--- config.mk ---
export PLATFORM = sky130hd
export DESIGN_NAME = periodic_task_dispatcher
export DESIGN_NICKNAME = d
export VERILOG_FILES = /design/src/sv/ptd_pkg.sv /design/src/sv/ptd_slot_ram.sv /design/src/sv/ptd_sched.sv /design/src/sv/periodic_task_dispatcher.sv
export SDC_FILE = /design/constraint.sdc
export NUM_CORES = 1
export LEC_CHECK = 0
export BUFFER_PORTS_ARGS = -buffer_cell sky130_fd_sc_hd__buf_2
export CAP_MARGIN = 20
export CELL_PAD_IN_SITES_DETAIL_PLACEMENT = 1
export CELL_PAD_IN_SITES_GLOBAL_PLACEMENT = 2
export CORE_ASPECT_RATIO = 1.25
export CORE_UTILIZATION = 35
export DETAILED_ROUTE_END_ITERATION = 7
export PLACE_DENSITY_LB_ADDON = 0.1
export SLEW_MARGIN = 20
export SYNTH_ARGS = -nofsm -noshare
export SYNTH_HDL_FRONTEND = slang
export SYNTH_SLANG_ARGS = --single-unit
--- constraint.sdc ---
create_clock -name clock -period 5 [get_ports clock]
set_clock_uncertainty 0.1 [all_clocks]
set_input_delay 0.75 -clock clock [delete_from_list [all_inputs] [get_ports clock]]
set_output_delay 0.75 -clock clock [all_outputs]
set_load 0.005 [all_outputs]
--- src/sv/ptd_pkg.sv ---
package ptd_pkg;

   // command codes carried on req_command
   typedef enum logic {
      CMD_CREATE   = 1'b0,
      CMD_OVERFLOW = 1'b1
   } command_type;

   typedef enum logic [1:0] {
      SCHED_IDLE,
      SCHED_WALK,
      SCHED_FLUSH,
      SCHED_FINISH
   } sched_state_type;

   // one slot entry as held in the slot memory
   typedef struct packed {
      logic [7:0] period;
      logic [7:0] countdown;
   } entry_type;

   // decoded request from the top level to the scheduler
   typedef struct packed {
      logic       create;
      logic       tick;
      logic [2:0] slot;
      logic       running;
      logic [7:0] period;
      logic [7:0] delay;
   } sched_cmd_type;

   localparam logic [15:0] TICK_COUNT_RESET = 16'd32;

endpackage

--- src/sv/ptd_slot_ram.sv ---
module ptd_slot_ram #(
   parameter int DEPTH = 8,
   parameter int AW    = 3
) (
   input  logic                clock,
   input  logic                we,
   input  logic [AW-1:0]       waddr,
   input  ptd_pkg::entry_type  wdata,
   input  logic [AW-1:0]       raddr,
   output ptd_pkg::entry_type  rdata
);

   ptd_pkg::entry_type mem [DEPTH];
   ptd_pkg::entry_type rdata_ff;

   always_ff @(posedge clock) begin
      if (we) begin
         mem[waddr] <= wdata;
      end
      rdata_ff <= mem[raddr];
   end

   assign rdata = rdata_ff;

endmodule

--- src/sv/ptd_sched.sv ---
module ptd_sched #(
   parameter int SLOTS = 8,
   parameter int AW    = 3
) (
   input  logic                    clock,
   input  logic                    reset,
   input  ptd_pkg::sched_cmd_type  cmd,
   output logic                    busy,
   output logic                    ram_we,
   output logic [AW-1:0]           ram_waddr,
   output ptd_pkg::entry_type      ram_wdata,
   output logic [AW-1:0]           ram_raddr,
   input  ptd_pkg::entry_type      ram_rdata,
   output logic                    rsp_valid,
   output logic [2:0]              rsp_slot,
   output logic                    rsp_last
);

   localparam logic [AW-1:0] LAST_IDX = AW'(SLOTS - 1);

   ptd_pkg::sched_state_type state_ff, state_in;

   logic [SLOTS-1:0] used_ff, used_in;
   logic [SLOTS-1:0] running_ff, running_in;
   logic [AW-1:0]    rd_idx_ff, rd_idx_in;
   logic             b_valid_ff, b_valid_in;
   logic [AW-1:0]    b_idx_ff, b_idx_in;
   logic             pend_valid_ff, pend_valid_in;
   logic [AW-1:0]    pend_idx_ff, pend_idx_in;
   logic             rsp_valid_ff, rsp_valid_in;
   logic [2:0]       rsp_slot_ff, rsp_slot_in;
   logic             rsp_last_ff, rsp_last_in;
   logic [AW-1:0]    create_idx;

   assign create_idx = AW'(cmd.slot);

   always_ff @(posedge clock) begin
      if (reset) begin
         state_ff <= ptd_pkg::SCHED_IDLE;
      end else begin
         state_ff <= state_in;
      end
   end

   always_ff @(posedge clock) begin
      if (reset) begin
         used_ff       <= '0;
         running_ff    <= '0;
         b_valid_ff    <= 1'b0;
         pend_valid_ff <= 1'b0;
         rsp_valid_ff  <= 1'b0;
      end else begin
         used_ff       <= used_in;
         running_ff    <= running_in;
         b_valid_ff    <= b_valid_in;
         pend_valid_ff <= pend_valid_in;
         rsp_valid_ff  <= rsp_valid_in;
      end
      rd_idx_ff   <= rd_idx_in;
      b_idx_ff    <= b_idx_in;
      pend_idx_ff <= pend_idx_in;
      rsp_slot_ff <= rsp_slot_in;
      rsp_last_ff <= rsp_last_in;
   end

   // The walk reads slot k while it writes back slot k-1, so the read and
   // the write never touch the same entry; creates only land while idle.
   always_comb begin
      state_in      = state_ff;
      used_in       = used_ff;
      running_in    = running_ff;
      rd_idx_in     = rd_idx_ff;
      b_valid_in    = 1'b0;
      b_idx_in      = rd_idx_ff;
      pend_valid_in = pend_valid_ff;
      pend_idx_in   = pend_idx_ff;
      rsp_valid_in  = 1'b0;
      rsp_slot_in   = 3'(pend_idx_ff);
      rsp_last_in   = 1'b0;
      ram_we        = 1'b0;
      ram_waddr     = b_idx_ff;
      ram_wdata     = ram_rdata;
      ram_raddr     = rd_idx_ff;

      unique case (state_ff)
         ptd_pkg::SCHED_IDLE: begin
            if (cmd.create) begin
               used_in[create_idx]    = 1'b1;
               running_in[create_idx] = cmd.running;
               ram_we                 = 1'b1;
               ram_waddr              = create_idx;
               ram_wdata.period       = (cmd.period == 8'd0) ? 8'd1 : cmd.period;
               ram_wdata.countdown    = cmd.delay;
            end
            if (cmd.tick) begin
               state_in  = ptd_pkg::SCHED_WALK;
               rd_idx_in = '0;
            end
         end
         ptd_pkg::SCHED_WALK: begin
            b_valid_in = 1'b1;
            if (rd_idx_ff == LAST_IDX) begin
               state_in = ptd_pkg::SCHED_FLUSH;
            end else begin
               rd_idx_in = rd_idx_ff + 1'b1;
            end
         end
         ptd_pkg::SCHED_FLUSH: begin
            state_in = ptd_pkg::SCHED_FINISH;
         end
         ptd_pkg::SCHED_FINISH: begin
            // the held dispatch is the final one of this tick
            if (pend_valid_ff) begin
               rsp_valid_in = 1'b1;
               rsp_last_in  = 1'b1;
            end
            pend_valid_in = 1'b0;
            state_in      = ptd_pkg::SCHED_IDLE;
         end
         default: begin
            state_in = ptd_pkg::SCHED_IDLE;
         end
      endcase

      if (b_valid_ff && used_ff[b_idx_ff] && running_ff[b_idx_ff]) begin
         ram_we = 1'b1;
         if (ram_rdata.countdown == 8'd0) begin
            ram_wdata.countdown = ram_rdata.period - 8'd1;
            // release the previously held dispatch, hold this one
            if (pend_valid_ff) begin
               rsp_valid_in = 1'b1;
            end
            pend_valid_in = 1'b1;
            pend_idx_in   = b_idx_ff;
         end else begin
            ram_wdata.countdown = ram_rdata.countdown - 8'd1;
         end
      end
   end

   assign busy      = (state_ff != ptd_pkg::SCHED_IDLE);
   assign rsp_valid = rsp_valid_ff;
   assign rsp_slot  = rsp_slot_ff;
   assign rsp_last  = rsp_last_ff;

   a_tick_only_idle: assert property (@(posedge clock) disable iff (reset)
      cmd.tick |-> state_ff == ptd_pkg::SCHED_IDLE)
      else $error("tick issued while a walk is in progress");

   a_no_pend_idle: assert property (@(posedge clock) disable iff (reset)
      state_ff == ptd_pkg::SCHED_IDLE |-> !pend_valid_ff)
      else $error("dispatch still held while idle");

   a_last_ends: assert property (@(posedge clock) disable iff (reset)
      rsp_valid_ff && rsp_last_ff |=> !rsp_valid_ff)
      else $error("result after the final dispatch of a tick");

   a_walk_starts: assert property (@(posedge clock) disable iff (reset)
      $rose(busy) |-> $past(cmd.tick))
      else $error("walk started without a tick");

endmodule

--- src/sv/periodic_task_dispatcher.sv ---
// Channel   | Ports                                         | Transfer
// ----------+-----------------------------------------------+---------------------------
// request   | start, busy, req_command .. req_task_running | start && !busy
// response  | rsp_valid, rsp_dispatched_slot, rsp_last      | rsp_valid, one cycle
// csr       | csr_we, csr_wdata                             | csr_we
//
// A create or a non-ticking overflow leaves busy low.
// A ticking overflow walks the slot memory one slot per cycle, as set by the
// single memory read port, and holds busy through the walk, flush and finish states.
// Each result is held until the walk finds the next due slot or ends, so the
// final one appears in the first cycle with busy low.
// Reset clears the slot flags and the overflow count; the slot memory needs no
// clearing. The response side cannot stall.
module periodic_task_dispatcher #(
   parameter int SLOTS = 8
) (
   input  logic        clock,
   input  logic        reset,
   input  logic        start,
   output logic        busy,
   input  logic        req_command,
   input  logic [2:0]  req_task_slot,
   input  logic [7:0]  req_period,
   input  logic [7:0]  req_initial_delay,
   input  logic        req_task_running,
   output logic        rsp_valid,
   output logic [2:0]  rsp_dispatched_slot,
   output logic        rsp_last,
   input  logic        csr_we,
   input  logic [15:0] csr_wdata
);

   localparam int AW = (SLOTS > 1) ? $clog2(SLOTS) : 1;

   logic [15:0] tick_count_ff, tick_count_in;
   logic [15:0] overflow_count_ff, overflow_count_in;
   logic [15:0] count_next;
   logic        accept;
   logic        reached;
   logic        slot_ok;

   ptd_pkg::sched_cmd_type cmd;
   ptd_pkg::entry_type     ram_wdata;
   ptd_pkg::entry_type     ram_rdata;
   logic                   ram_we;
   logic [AW-1:0]          ram_waddr;
   logic [AW-1:0]          ram_raddr;

   assign accept     = start && !busy;
   assign count_next = overflow_count_ff + 16'd1;
   assign reached    = (count_next >= tick_count_ff);
   assign slot_ok    = (32'(req_task_slot) < SLOTS);

   always_comb begin
      tick_count_in     = tick_count_ff;
      overflow_count_in = overflow_count_ff;
      if (csr_we) begin
         tick_count_in = csr_wdata;
      end
      if (accept && req_command == ptd_pkg::CMD_OVERFLOW) begin
         overflow_count_in = reached ? 16'd0 : count_next;
      end
   end

   always_ff @(posedge clock) begin
      if (reset) begin
         tick_count_ff     <= ptd_pkg::TICK_COUNT_RESET;
         overflow_count_ff <= '0;
      end else begin
         tick_count_ff     <= tick_count_in;
         overflow_count_ff <= overflow_count_in;
      end
   end

   always_comb begin
      cmd.create  = accept && (req_command == ptd_pkg::CMD_CREATE) && slot_ok;
      cmd.tick    = accept && (req_command == ptd_pkg::CMD_OVERFLOW) && reached;
      cmd.slot    = req_task_slot;
      cmd.running = req_task_running;
      cmd.period  = req_period;
      cmd.delay   = req_initial_delay;
   end

   ptd_slot_ram #(
      .DEPTH (SLOTS),
      .AW    (AW)
   ) u_ram (
      .clock (clock),
      .we    (ram_we),
      .waddr (ram_waddr),
      .wdata (ram_wdata),
      .raddr (ram_raddr),
      .rdata (ram_rdata)
   );

   ptd_sched #(
      .SLOTS (SLOTS),
      .AW    (AW)
   ) u_sched (
      .clock     (clock),
      .reset     (reset),
      .cmd       (cmd),
      .busy      (busy),
      .ram_we    (ram_we),
      .ram_waddr (ram_waddr),
      .ram_wdata (ram_wdata),
      .ram_raddr (ram_raddr),
      .ram_rdata (ram_rdata),
      .rsp_valid (rsp_valid),
      .rsp_slot  (rsp_dispatched_slot),
      .rsp_last  (rsp_last)
   );

endmodule

# Word level (Yosys, flattened, before mapping)
# Memory sizes are Yosys's and may differ from the RTL's. A register that Yosys moved wholly into a read port is not among the register bits.
# Cells that the tools add are included.
dict set report word_totals {
  regBits 66
  latch_bits 0
  ramBits 128
  mem_bits_ro 0
  inputBits 41
  out_inout_bits 6
  word_cells 83
  mem_count 1
}
# memory words width read_ports rd_ports_with_merged_regs wr line
set memory_table {}
lappend memory_table {u_ram.mem 8 16 1 1 1 ptd_slot_ram.sv:13} ;# ptd_pkg::entry_type mem [DEPTH];
dict set report classes {
  add_sub_neg 4
  multipliers 0
  div 0
  n_lt_le_gt_ge 4
  n_eq_ne 7
  shifts 0
  muxes 35
  bitwise 2
  n_reduce_logical 17
}
# cell n
set ops {}
lappend ops {{$mux W16} 3}
lappend ops {{$mux W8} 3}
lappend ops {{$mux W1} 17}
lappend ops {{$add A16 B1 Y16 const B} 1}
lappend ops {{$ge A16 B16 Y1} 1}
lappend ops {{$logic_not A8 Y1} 2}
lappend ops {{$sub A8 B1 Y8 const B} 2}
lappend ops {{$mux W3} 4}
lappend ops {{$bwmux W8} 1}
lappend ops {{$lt A3 B4 Y1 const B} 2}
lappend ops {{$or A8 B8 Y8} 1}
lappend ops {{$pmux W2 S4} 1}
lappend ops {{$logic_and A1 B1 Y1} 7}
lappend ops {{$bmux W1 S3} 2}
lappend ops {{$pmux W3 S2} 1}
lappend ops {{$reduce_and A2 Y1} 3}
lappend ops {{$eq A2 B2 Y1 const B} 2}
lappend ops {{$mux W2} 2}
lappend ops {{$ne A2 B2 Y1 const B} 2}
lappend ops {{$reduce_bool A2 Y1} 2}
lappend ops {{$add A3 B1 Y3 const B} 1}
lappend ops {{$demux W1 S3} 1}
lappend ops {{$eq A3 B3 Y1 const B} 1}
lappend ops {{$ge A3 B1 Y1 const B} 1}
lappend ops {{other kinds (6)} 6}

# Depth between registers and ports, before layout
# Gate-level depths: netlist (run 1).
dict set report logic_depth {
  ltp_word 9
  ltp_mapped 16
  depth_no_buf 13
}

# Cells and area by module
# From an unflattened synthesis (run 1), not the netlist that was laid out.
dict set report hier_totals {
  cells_unflattened 660
  area_unflattened_um2 9212.6
}
# mod n_inst cells_per_inst area_per_inst_um2 seq_area_each_um2
set by_module_without_submodules {}
lappend by_module_without_submodules {ptd_slot_ram 1 214 5293.8 4164.0}
lappend by_module_without_submodules {periodic_task_dispatcher 1 230 1969.4 640.6}
lappend by_module_without_submodules {ptd_sched 1 216 1949.4 740.7}

# Worst setup path before layout (run 1)
# Ideal clock, no wire load.
dict set report synth_timing {
  kind {reg2reg}
  from {register overflow_count_ff[0]}
  to {register u_sched.rd_idx_ff[0] (netlist: u_sched.ram_raddr[0]), enable pin}
  setup_ns 0.354
  arrival_ns 3.021
  required_time_ns 4.546
  slack_ns 1.525
  stages_incl_launch_ff 16
  n_path_buf 3
  synth_period_minus_slack_ns 3.475
  path_cell_list {dfxtp_1 -> ha_1 -> and3_1 -> buf_2 -> nand3_2 -> nor3_1 -> and3_1 -> xor2_1 -> ha_1 -> nand4_1 -> nor3_1 -> a21o_1 -> buf_4 -> buf_6 -> a21oi_1 -> a211oi_1}
}
dict set report synth_between {
  elab_chain_cells 5
}
# element line
set synth_lines {}
lappend synth_lines {{start: declaration} periodic_task_dispatcher.sv:36} ;# logic [15:0] overflow_count_ff, overflow_count_in;
lappend synth_lines {{start signal: assignment} periodic_task_dispatcher.sv:71} ;# overflow_count_ff <= overflow_count_in;
lappend synth_lines {{$add A16 B1 Y16} periodic_task_dispatcher.sv:50} ;# assign count_next = overflow_count_ff + 16'd1;
lappend synth_lines {{$ge A16 B16 Y1} periodic_task_dispatcher.sv:51} ;# assign reached = (count_next >= tick_count_ff);
lappend synth_lines {{$logic_and A1 B1 Y1} periodic_task_dispatcher.sv:77} ;# cmd.tick = accept && (req_command == ptd_pkg::CMD_OVERFLOW) && reached;
lappend synth_lines {{$ne A2 B2 Y1 (no source line)} --}
lappend synth_lines {{$reduce_and A3 Y1 (no source line)} --}
lappend synth_lines {{end signal: assignment} ptd_sched.sv:59} ;# rd_idx_ff <= rd_idx_in;
lappend synth_lines {{end: declaration} ptd_sched.sv:25} ;# logic [AW-1:0] rd_idx_ff, rd_idx_in;
# Every way passes these cells.
# A chain may end at the register's enable or synchronous reset.

# Final worst setup path (run 1)
dict set report layout_timing {
  from {register overflow_count_ff[0]}
  to {register u_sched.rd_idx_ff[1] (netlist: u_sched.ram_raddr[1]), enable pin}
}
# Same word-level chain as after synthesis.

==> impl_metrics.csv, run 1 <==
group,metric,value,unit
logic_synthesis,synth_top_area_share,44.3,%
logic_synthesis,synth_edf_count,134,
critical_path,end_kind,"flop",
global_routing,use_met2,32.1,%
floorplanning,rows,65,
placed_design,place_congestion,0.762,
critical_path,regToRegSetupSlack,0.80,ns
hold_path,hp-start,"u_sched.pend_idx_ff[2]",
status,status,"finished, final reports clean",
logic_synthesis,synth_ff_type,"edfxtp_1",
critical_path,crit_type,"reg2reg",
global_routing,grt_busiest_layer,"met2",
critical_path,r2r-end,"u_sched.ram_raddr[1]",
critical_path,crit_family,"simple AND/OR/NAND/NOR gates",
drt,first_pass_iters,4,
logic_synthesis,yosys-top-cells-count,"edfxtp_1, dfxtp_1, nand2_1, nor2_1, mux4_2",
clocking,cts_tree,"done",
job,drv_cap,0,
sta,slew_headroom,49.8,%
critical_path,start_kind,"flop",
final_layout,final_cell_area,10500,µm²
clocking,cts_resized,0,
global_routing,use_met3,2.25,%
global_routing,use_met1,20.5,%
placed_design,hpwl,14500,µm
logic_synthesis,ys_types,62,
clocking,post_cts_buffers,0,
clocking,cts_root_buffer,"clkbuf_16",
drt,vias_per_cell,5.16,
sta,rsz0062_at_grt,"no",
global_routing,overflow,0,
placed_design,io_buffers,46,
critical_path,path_max_fanout,16,
global_routing,antenna_found_initial,0,
critical_path,slowest_delay,0.57,ns
critical_path,path_buf_inv,0,
sta,tightest_slew,0.746,ns
drt,num_vias,5572,
floorplanning,start_util,35.8,%
logic_synthesis,syn_area_per_cell,13.4,µm²
final_layout,num-nets-final,793,
sta,max_freq,238,MHz
drt,antenna_left,0,
logic_synthesis,yosysSeqAreaShare,61.0,%
power,peakVddDrop,0.171,mV
global_routing,grt_pass1_wl,34900,µm
logic_synthesis,syn_inst,676,
placed_design,dpl-instance-area,9670,µm²
sta,fin_tns_setup,0,ns
drt,wire_per_inst,20.6,µm
critical_path,crit_required,5.04,ns
clocking,ctsHoldBuffers,0,
hold_path,hold_end,"u_sched.rsp_slot[2]",
hold_path,hp-class,"reg2reg",
critical_path,arrival,4.24,ns
critical_path,cpMaxStageDelayCell,"a21o_1",
logic_synthesis,yosys_warnings,0,
floorplanning,die_x,146,µm
final_layout,syn2layout_area_growth,15.2,%
logic_synthesis,synth_area,9080,µm²
drt,wirelength,22200,µm
sta,hold_viol_final,0,
floorplanning,io_pins,47,
sta,slew_violations,0,
drt,drt_iter0_drc,206,
final_layout,drive_gt1_share,21.0,%
sta,fin_crit,4.20,ns
final_layout,antennaDiodeCount,0,
floorplanning,die_area,26600,µm²
clocking,cts_buffer_depth,3,
sta,finalSetupViolCount,0,
logic_synthesis,ys_seq_elements,210,
clocking,clk_pin_slew,0.06,ns
floorplanning,core-area,25400,µm²
clocking,clk_latency,0.50,ns
global_routing,grt_pass1_vias,6128,
hold_path,min_path_cells,0,
clocking,clkSinkCount,210,
critical_path,reg2regPathDepth,12,
logic_synthesis,yosys-top-cells-area,"edfxtp_1, dfxtp_1, mux4_2",
critical_path,crit_chain,"ha_1 > and3_1 > nand3_2 > nor3_1 > and3_1 > xor2_1 > ha_1 > nand4_1 > nor3_1 > a21o_1 > a21oi_1 > a211oi_1",
drt,remaining_drc_errors,0,
floorplanning,die_h,182,µm
logic_synthesis,syn-num-nets,741,
logic_synthesis,yosysMostFrequentCell,"edfxtp_1",
logic_synthesis,synth.largest_area_cell,"edfxtp_1",
power,p_leak,3.97,nW
sta,period_share,83.9,%
global_routing,grtUsageTotal,17.1,%
global_routing,grt_max_degree,51,
logic_synthesis,async_flop_share,0,%
power,pwr_density_cell,467,nW/µm²
critical_path,r2r_start,"overflow_count_ff[0]",
clocking,cts.htree.levels,1,
power,power.total,4.88,mW
clocking,cts-buffers-inserted,23,
kinds of logic after synthesis:
group           synth area share, %
buf+inv                        2.98
mux                            13.1
fa+ha+maj                      3.31
flops                          61.0
xor+xnor                       1.54
compound gates                 7.37
simple gates                   10.6
through the flow:
step / utilization, % / hold slack, ns / std cells / setup slack [ns]
2_1_floorplan: - / 0.223 / 676 / 1.53
3_3_place_gp: 38.1 / 0.234 / 1035 / 1.03
3_5_place_dp: 38.1 / 0.244 / 1036 / 0.844
4_1_cts: 41.1 / 0.258 / 1077 / 0.807
5_1_grt: 41.2 / 0.271 / 1079 / 0.330
6_report: 41.2 / 0.252 / 1079 / 0.803
flip-flops by register name (all words and copies together), names as in the netlist:
| register | count |
|---|---|
| overflow_count_ff | 16 |
| tick_count_ff | 16 |
| u_ram.mem | 128 |
| u_ram.rdata | 16 |
| u_sched.b_idx_ff | 3 |
| u_sched.b_valid_ff | 1 |
| u_sched.pend_idx_ff | 3 |
| u_sched.pend_valid_ff | 1 |
| u_sched.ram_raddr | 3 |
| u_sched.rsp_last | 1 |
| u_sched.rsp_slot | 3 |
| u_sched.rsp_valid | 1 |
| u_sched.running_ff | 8 |
| u_sched.state_ff | 2 |
| u_sched.used_ff | 8 |
worst max-delay path by stage:
stage,from,endpoint,slack [ns],cells after the start
global placement,overflow_count_ff[0],u_sched.ram_raddr[0],1.03,12
finish,overflow_count_ff[0],u_sched.ram_raddr[1],0.80,12
CTS,overflow_count_ff[0],u_sched.ram_raddr[1],0.81,12
global route,overflow_count_ff[0],u_sched.ram_raddr[1],0.33,12
detailed placement,overflow_count_ff[0],u_sched.ram_raddr[0],0.84,12
floorplan,overflow_count_ff[0],u_sched.ram_raddr[0],1.53,15
cell type report:
type                            count  area [µm²]
Clock buffer                       28         614
Tap cell                          335         419
Sequential cell                   210        5550
Inverter                           28         105
Fill cell                        2693       14900
Clock inverter                     13         141
Timing Repair Buffer               62         363
Multi-Input combinational cell    403        3270
routing by layer:
layer  vias up  share of wire (%)
met5         -                  0
met4         0                1.8
met1      2831                 42
li1       2639                  -
met2        74                 53
met3        28                2.9
placed cells by master (no fill, tap or decap), drive strengths merged, types with 12 or more instances in the layout:
master / count
inv: 28
a21oi: 28
mux2: 17
mux4: 32
buf: 62
nand2: 53
nor2: 52
o31ai: 14
ha: 24
clkbuf: 28
nor2b: 12
nor3: 17
mux2i: 28
edfxtp: 134
dfxtp: 76
nand3: 21
report_power, final:
group | internal, mW | total, mW | switching (mW)
Clock | 1.03 | 1.70 | 0.677
Sequential | 2.14 | 2.30 | 0.154
Combinational | 0.368 | 0.882 | 0.514
Total | 3.54 | 4.88 | 1.34
(Power assumes the default switching activity.)
==> run 2: changes to the inputs <==
--- a/config.mk
+++ b/config.mk
@@ -5,6 +5,7 @@
 export SDC_FILE = /design/constraint.sdc
 export NUM_CORES = 1
 export LEC_CHECK = 0
+export ABC_AREA = 1
 export BUFFER_PORTS_ARGS = -buffer_cell sky130_fd_sc_hd__buf_2
 export CAP_MARGIN = 20
 export CELL_PAD_IN_SITES_DETAIL_PLACEMENT = 1
==> constraint.sdc (replaced) <==
create_clock -name clock -period 3.55 [get_ports clock]
set_clock_uncertainty 0.1 [all_clocks]
set_input_delay 0.5325 -clock clock [delete_from_list [all_inputs] [get_ports clock]]
set_output_delay 0.5325 -clock clock [all_outputs]
set_load 0.005 [all_outputs]
==> run 2 against run 1 <==
Count of clock-buffer cells in the layout grew 1. Routed wire length rose by 9.3%. Synthesized area is 0.84% lower.
==> impl_metrics.csv, run 2 <==
group,metric,value,unit
status,status,"finished, final reports clean",
sta,period_share,80.3,%
critical_path,path_buf_inv,1,
hold_path,hp-class,"in2reg",
sta,fin_tns_setup,0,ns
logic_synthesis,synth_compound_area_share,12.2,%
job,drv_cap,0,
power,peakVddDrop,0.327,mV
critical_path,r2r-end,"u_sched.ram_raddr[1]",
final_layout,final_cell_mix,"nor2_1, edfxtp_1, nand2_1, o21ai_0, dfxtp_1",
critical_path,r2r_start,"overflow_count_ff[0]",
power,power.total,7.65,mW
drt,vias_per_cell,5.02,
sta,slew_headroom,34.1,%
clocking,clk_latency,0.51,ns
logic_synthesis,yosysMostFrequentCell,"nor2_1",
drt,num_vias,6595,
drt,drt_iter0_drc,265,
sta,fin_crit,2.85,ns
logic_synthesis,syn-num-nets,981,
sta,max_freq,351,MHz
critical_path,cpMaxStageDelayCell,"dfxtp_1",
drt,first_pass_iters,4,
critical_path,crit_required,3.62,ns
critical_path,crit_chain,"ha_1 > nand2_1 > nor2_2 > nand3_2 > o22ai_1 > inv_1 > ha_1 > nand2_1 > nor3_1 > nand2_1 > nand2_1 > nand2_1 > a21oi_1",
logic_synthesis,synthSimpleGateAreaFrac,16.1,%
clocking,ctsHoldBuffers,0,
logic_synthesis,synthMuxAreaShare,0,%
logic_synthesis,synth_top_family_by_area,"simple AND/OR/NAND/NOR gates",
floorplanning,die_area,26400,µm²
floorplanning,start_util,35.6,%
floorplanning,die_h,181,µm
global_routing,overflow,0,
logic_synthesis,synth_edf_count,134,
clocking,cts_resized,0,
logic_synthesis,synth_top_area_share,44.7,%
hold_path,min_path_cells,3,
sta,tightest_slew,0.987,ns
drt,wire_per_inst,18.4,µm
critical_path,end_kind,"flop",
sta,hold_viol_final,0,
power,pwr_density_cell,739,nW/µm²
hold_path,hp-start,"csr_wdata[5]",
drt,wirelength,24300,µm
final_layout,drive_gt1_share,13.3,%
critical_path,regToRegSetupSlack,0.70,ns
critical_path,crit_family,"simple AND/OR/NAND/NOR gates",
clocking,post_cts_buffers,0,
logic_synthesis,syn_inst,916,
global_routing,antenna_found_initial,0,
floorplanning,die_x,145,µm
critical_path,crit_type,"reg2reg",
power,clkPwrFrac,31.0,%
sta,finalSetupViolCount,0,
final_layout,syn2layout_area_growth,15.0,%
floorplanning,rows,65,
power,p_sw,2.55,mW
critical_path,path_max_fanout,5,
global_routing,grt_pass1_wl,38300,µm
sta,rsz0062_at_grt,"no",
logic_synthesis,yosys-top-cells-area,"edfxtp_1, dfxtp_1, nor2_1",
final_layout,largest_reg_flops,128,
power,p_leak,3.98,nW
floorplanning,core-area,25300,µm²
drt,antenna_left,0,
drt,remaining_drc_errors,0,
logic_synthesis,synthAdderAreaFrac,3.33,%
final_layout,top_register,"u_ram.mem",
logic_synthesis,syn_area_per_cell,9.83,µm²
final_layout,antennaDiodeCount,0,
hold_path,hold_end,"tick_count_ff[5]",
power,pwr-share-seq,43.7,%
logic_synthesis,ys_types,41,
logic_synthesis,yosys-top-cells-count,"nor2_1, edfxtp_1, nand2_1, o21ai_0, dfxtp_1",
clocking,cts_buffer_depth,3,
clocking,clk_pin_slew,0.06,ns
power,netSwitchingFraction,33.4,%
clocking,cts_root_buffer,"clkbuf_16",
logic_synthesis,synth_area,9010,µm²
placed_design,hpwl,15800,µm
critical_path,reg2regPathDepth,13,
placed_design,io_buffers,46,
critical_path,arrival,2.92,ns
logic_synthesis,synth_xor_area_share,1.54,%
final_layout,final_util,40.9,%
critical_path,start_kind,"flop",
final_layout,final_common_cell,"nor2_1",
logic_synthesis,async_flop_share,0,%
logic_synthesis,yosys_warnings,0,
placed_design,place_congestion,0.763,
critical_path,cp_common_cell,"nand2_1",
clocking,clkSinkCount,210,
clocking,cts-buffers-inserted,23,
logic_synthesis,synth_ff_type,"edfxtp_1",
floorplanning,io_pins,47,
logic_synthesis,yosysSeqAreaShare,61.6,%
final_layout,num-nets-final,1029,
sta,whs,0.171,ns
global_routing,grtUsageTotal,18.7,%
global_routing,grt_max_degree,65,
clocking,cts_tree,"done",
clocking,cts.htree.levels,1,
critical_path,slowest_delay,0.40,ns
sta,slew_violations,0,
power,p_int,5.10,mW
logic_synthesis,synth.largest_area_cell,"edfxtp_1",
power,p_comb_share,25.3,%
logic_synthesis,ys_seq_elements,210,
global_routing,grt_pass1_vias,7126,
==> run 2: changes by cell type in the layout (fill, tap and decap cells not counted), moves of 13 or more <==
| cell | before | now |
|---|---|---|
| o22ai_1 | 0 | 17 |
| nor2_1 | 49 | 175 |
| inv_1 | 28 | 73 |
| nand2_1 | 53 | 111 |
| o31ai_1 | 14 | 1 |
| o21ai_0 | 4 | 99 |
| mux2_2 | 16 | 0 |
| mux2i_1 | 28 | 0 |
| mux4_2 | 32 | 0 |
| a21oi_1 | 27 | 52 |
==> run 2: cell families (layout without fill, tap and decap cells) <==
logic type                 Yosys count  count (layout)
adders and majority gates           24              24
and+or+nand+nor                    345             345
buffers and inverters              121             185
DFF                                210             210
xor gates and xnor gates            15              15
AOI/OAI and AO/OA                  201             201
==> run 2: cell type report <==
cell class,count,area [µm²]
Tap cell,335,419
Sequential cell,210,5550
Clock buffer,29,608
Clock inverter,12,144
Timing Repair Buffer,62,350
Inverter,82,309
Fill cell,2870,14900
Multi-Input combinational cell,585,2980
==> run 2: metrics by stage <==
stage          std cells  setup WS (ns)  area [µm²]
6_report            1315          0.698       10400
3_5_place_dp        1274          0.627        9600
5_1_grt             1315          0.395       10400
4_1_cts             1315          0.629       10400
3_3_place_gp        1274          0.750        9600
2_1_floorplan        916          0.951        9010
==> run 2: power by group through the flow <==
stage          Clock (mW)  Sequential [mW]  Combinational, mW
2_1_floorplan           0             3.31               1.34
3_3_place_gp            0             3.39               1.87
3_5_place_dp            0             3.39               1.97
4_1_cts              2.45             3.35               1.98
5_1_grt              2.53             3.37               2.20
6_report             2.37             3.34               1.94
==> run 2: worst max-delay path by stage <==
stage / startpoint / end / slack [ns] / cells after the start
2_1_floorplan: u_sched.state_ff[0] / u_ram.mem[0][0] / 0.95 / 9
4_1_cts: overflow_count_ff[0] / u_sched.ram_raddr[1] / 0.63 / 16
6_report: overflow_count_ff[0] / u_sched.ram_raddr[1] / 0.70 / 13
3_5_place_dp: overflow_count_ff[0] / u_sched.ram_raddr[2] / 0.63 / 16
3_3_place_gp: overflow_count_ff[0] / u_sched.ram_raddr[0] / 0.75 / 13
5_1_grt: overflow_count_ff[0] / u_sched.ram_raddr[1] / 0.40 / 16
==> run 2: routing by layer <==
metal	vias to the layer above	wire length, µm	track usage [%]
met5	-	0	0
met4	0	612	5.77
met3	41	536	2.15
met2	67	13200	36.8
met1	3272	9860	20.7
li1	3215	-	-
==> run 2: worst register-to-register path: cells and delay by family, from the launching register on <==
kind / cells / cell delay, ns
AO/OA/AOI/OAI: 2 / 0.56
buffers and inverters: 1 / 0.08
AND/OR/NAND/NOR: 8 / 0.92
adder cells (fa/ha/maj): 2 / 0.48
flip-flops: 1 / 0.40
==> run 3: changes to the inputs <==
==> constraint.sdc (replaced) <==
create_clock -name clock -period 2.7 [get_ports clock]
set_clock_uncertainty 0.1 [all_clocks]
set_input_delay 0.405 -clock clock [delete_from_list [all_inputs] [get_ports clock]]
set_output_delay 0.405 -clock clock [all_outputs]
set_load 0.005 [all_outputs]
==> run 3 against run 2 <==
Critical path depth is 2 higher. Sequential power is 32% higher. Total power is 34% higher. Global-route usage is 0.22 points higher. Combinational power is 44% higher. Worst setup slack worse by 0.63 ns. Final cell count is 2.2% higher. Routed wire length is 1.7% higher. Sequential share of layout area is 2.0 points lower. Via count is 2.1% higher. Hold slack worse by 0.15 ns. Count of clock-buffer cells in the layout is 3 higher. Critical path type unchanged. Largest power group unchanged.
==> impl_metrics.csv, run 3 (synthesis gave the netlist of run 2 again) <==
group,metric,value,unit
status,status,"finished, final reports clean",
power,power.total,10.2,mW
critical_path,path_max_fanout,5,
clocking,ctsHoldBuffers,0,
power,peakVddDrop,0.411,mV
power,p_comb_share,27.4,%
sta,setup_ws,0.0715,ns
clocking,clkSinkCount,210,
final_layout,num-nets-final,1057,
sta,period_share,97.4,%
drt,wire_per_inst,18.3,µm
drt,wirelength,24700,µm
critical_path,r2r_start,"overflow_count_ff[0]",
drt,remaining_drc_errors,0,
clocking,cts_tree,"done",
final_layout,antennaDiodeCount,0,
placed_design,place_congestion,0.802,
critical_path,arrival,2.96,ns
sta,hold_viol_final,0,
final_layout,drive_gt1_share,18.6,%
final_layout,final_cell_mix,"nor2_1, edfxtp_1, nand2_1, o21ai_0, inv_1",
sta,fin_crit,2.63,ns
global_routing,overflow,0,
sta,rsz0062_at_grt,"yes",
clocking,cts.htree.levels,1,
final_layout,syn2layout_area_growth,19.8,%
global_routing,grtUsageTotal,18.9,%
critical_path,crit_required,3.03,ns
global_routing,grt_max_degree,65,
floorplanning,die_area,26400,µm²
critical_path,end_kind,"flop",
critical_path,crit_type,"reg2reg",
clocking,clk_pin_slew,0.06,ns
global_routing,grt_pass1_wl,39000,µm
power,pwr_density_cell,947,nW/µm²
floorplanning,die_x,145,µm
drt,antenna_left,0,
critical_path,cp-startpoint,"overflow_count_ff[0]",
drt,num_vias,6731,
drt,first_pass_iters,4,
drt,drt_iter0_drc,239,
clocking,cts-buffers-inserted,23,
clocking,clk_latency,0.51,ns
placed_design,pre_cts_slack,-0.101,ns
power,pwr-share-seq,43.2,%
sta,fin_tns_setup,0,ns
power,p_int,6.80,mW
final_layout,top_register,"u_ram.mem",
placed_design,io_buffers,46,
sta,slew_violations,0,
clocking,cts_root_buffer,"clkbuf_16",
global_routing,grt_pass1_vias,7398,
job,drv_cap,0,
placed_design,hpwl,16400,µm
sta,slew_headroom,39.9,%
drt,vias_per_cell,5.01,
hold_path,hp-start,"csr_wdata[5]",
floorplanning,start_util,35.6,%
sta,tightest_slew,0.900,ns
final_layout,final_common_cell,"nor2_1",
power,clkPwrFrac,29.4,%
hold_path,hp-class,"in2reg",
global_routing,antenna_found_initial,0,
floorplanning,die_h,181,µm
floorplanning,core-area,25300,µm²
sta,finalSetupViolCount,0,
floorplanning,rows,65,
critical_path,start_kind,"flop",
sta,max_freq,380,MHz
floorplanning,io_pins,47,
power,netSwitchingFraction,33.5,%
clocking,cts_buffer_depth,3,
power,p_sw,3.42,mW
power,p_leak,4.17,nW
final_layout,largest_reg_flops,128,
sta,whs,0.0180,ns
run 3: changes by cell type in the layout (fill, tap and decap cells not counted), sizes merged:
cell      delta
buf         +28
bufinv       -1
clkbuf       +3
clkinv       +2
clkinvlp     -2
inv          -1
run 3: power groups by stage:
stage / combinational (mW) / clock, mW / sequential [mW]
floorplan: 1.76 / 0 / 4.36
global placement: 2.65 / 0 / 4.47
detailed placement: 2.75 / 0 / 4.48
CTS: 2.78 / 3.08 / 4.42
global route: 3.17 / 3.21 / 4.45
finish: 2.80 / 3.00 / 4.42
run 3: stage by stage:
stage | area, µm² | utilization, % | cells
floorplan | 9010 | - | 916
global placement | 9890 | 39.1 | 1297
detailed placement | 9890 | 39.1 | 1297
CTS | 10600 | 42.1 | 1339
global route | 10800 | 42.7 | 1344
finish | 10800 | 42.7 | 1344
run 3: layout make-up:
class,count,area (µm²)
tap,335,419
fill,2824,14500
sequential,210,5560
multi-input combinational,585,3100
inverter,82,308
clock inverter,10,78.8
clock buffer,32,639
timing repair buffer,90,684
run 3: worst max-delay path, cell delays in order (launching register included):
cell and delay, ns:
dfxtp_4 0.37, ha_4 0.14, nand2_1 0.08, nor2_4 0.20, nand3_4 0.11, nor3_2 0.14
xor2_1 0.20, ha_1 0.26, nand2_1 0.11, nor2_1 0.07, a21oi_1 0.17, nand2_2 0.11
nor2_2 0.15, buf_4 0.17, nand2_1 0.05, a21oi_1 0.11
run 3: final timing paths:
| path | endpoint | slack (ns) | depth (start not counted) |
|---|---|---|---|
| max | overflow_count_ff[7] | 0.07 | 15 |
| min | tick_count_ff[5] | 0.02 | 3 |
| max reg2reg | overflow_count_ff[7] | 0.07 | 15 |
| min reg2reg | u_sched.rsp_slot[0] | 0.24 | 0 |
run 3: layer usage:
layer  track usage, %  vias to the layer above  routed length (µm)  share of wire, %
met5                0                        -                   0                 0
met4             5.18                        0                 511               2.1
met3             2.45                       30                 650               2.6
met2             37.9                       88               13700                55
met1             20.5                     3343                9840                40
li1                 -                     3270                   -                 -
run 3: repair_timing:
action / 4_1_cts / 5_1_grt
cloned: 0 / 1
resized for setup: 10 / 37
setup endpoints to repair: 8 / 50
pin swaps: 2 / 17
setup buffers: 0 / 4
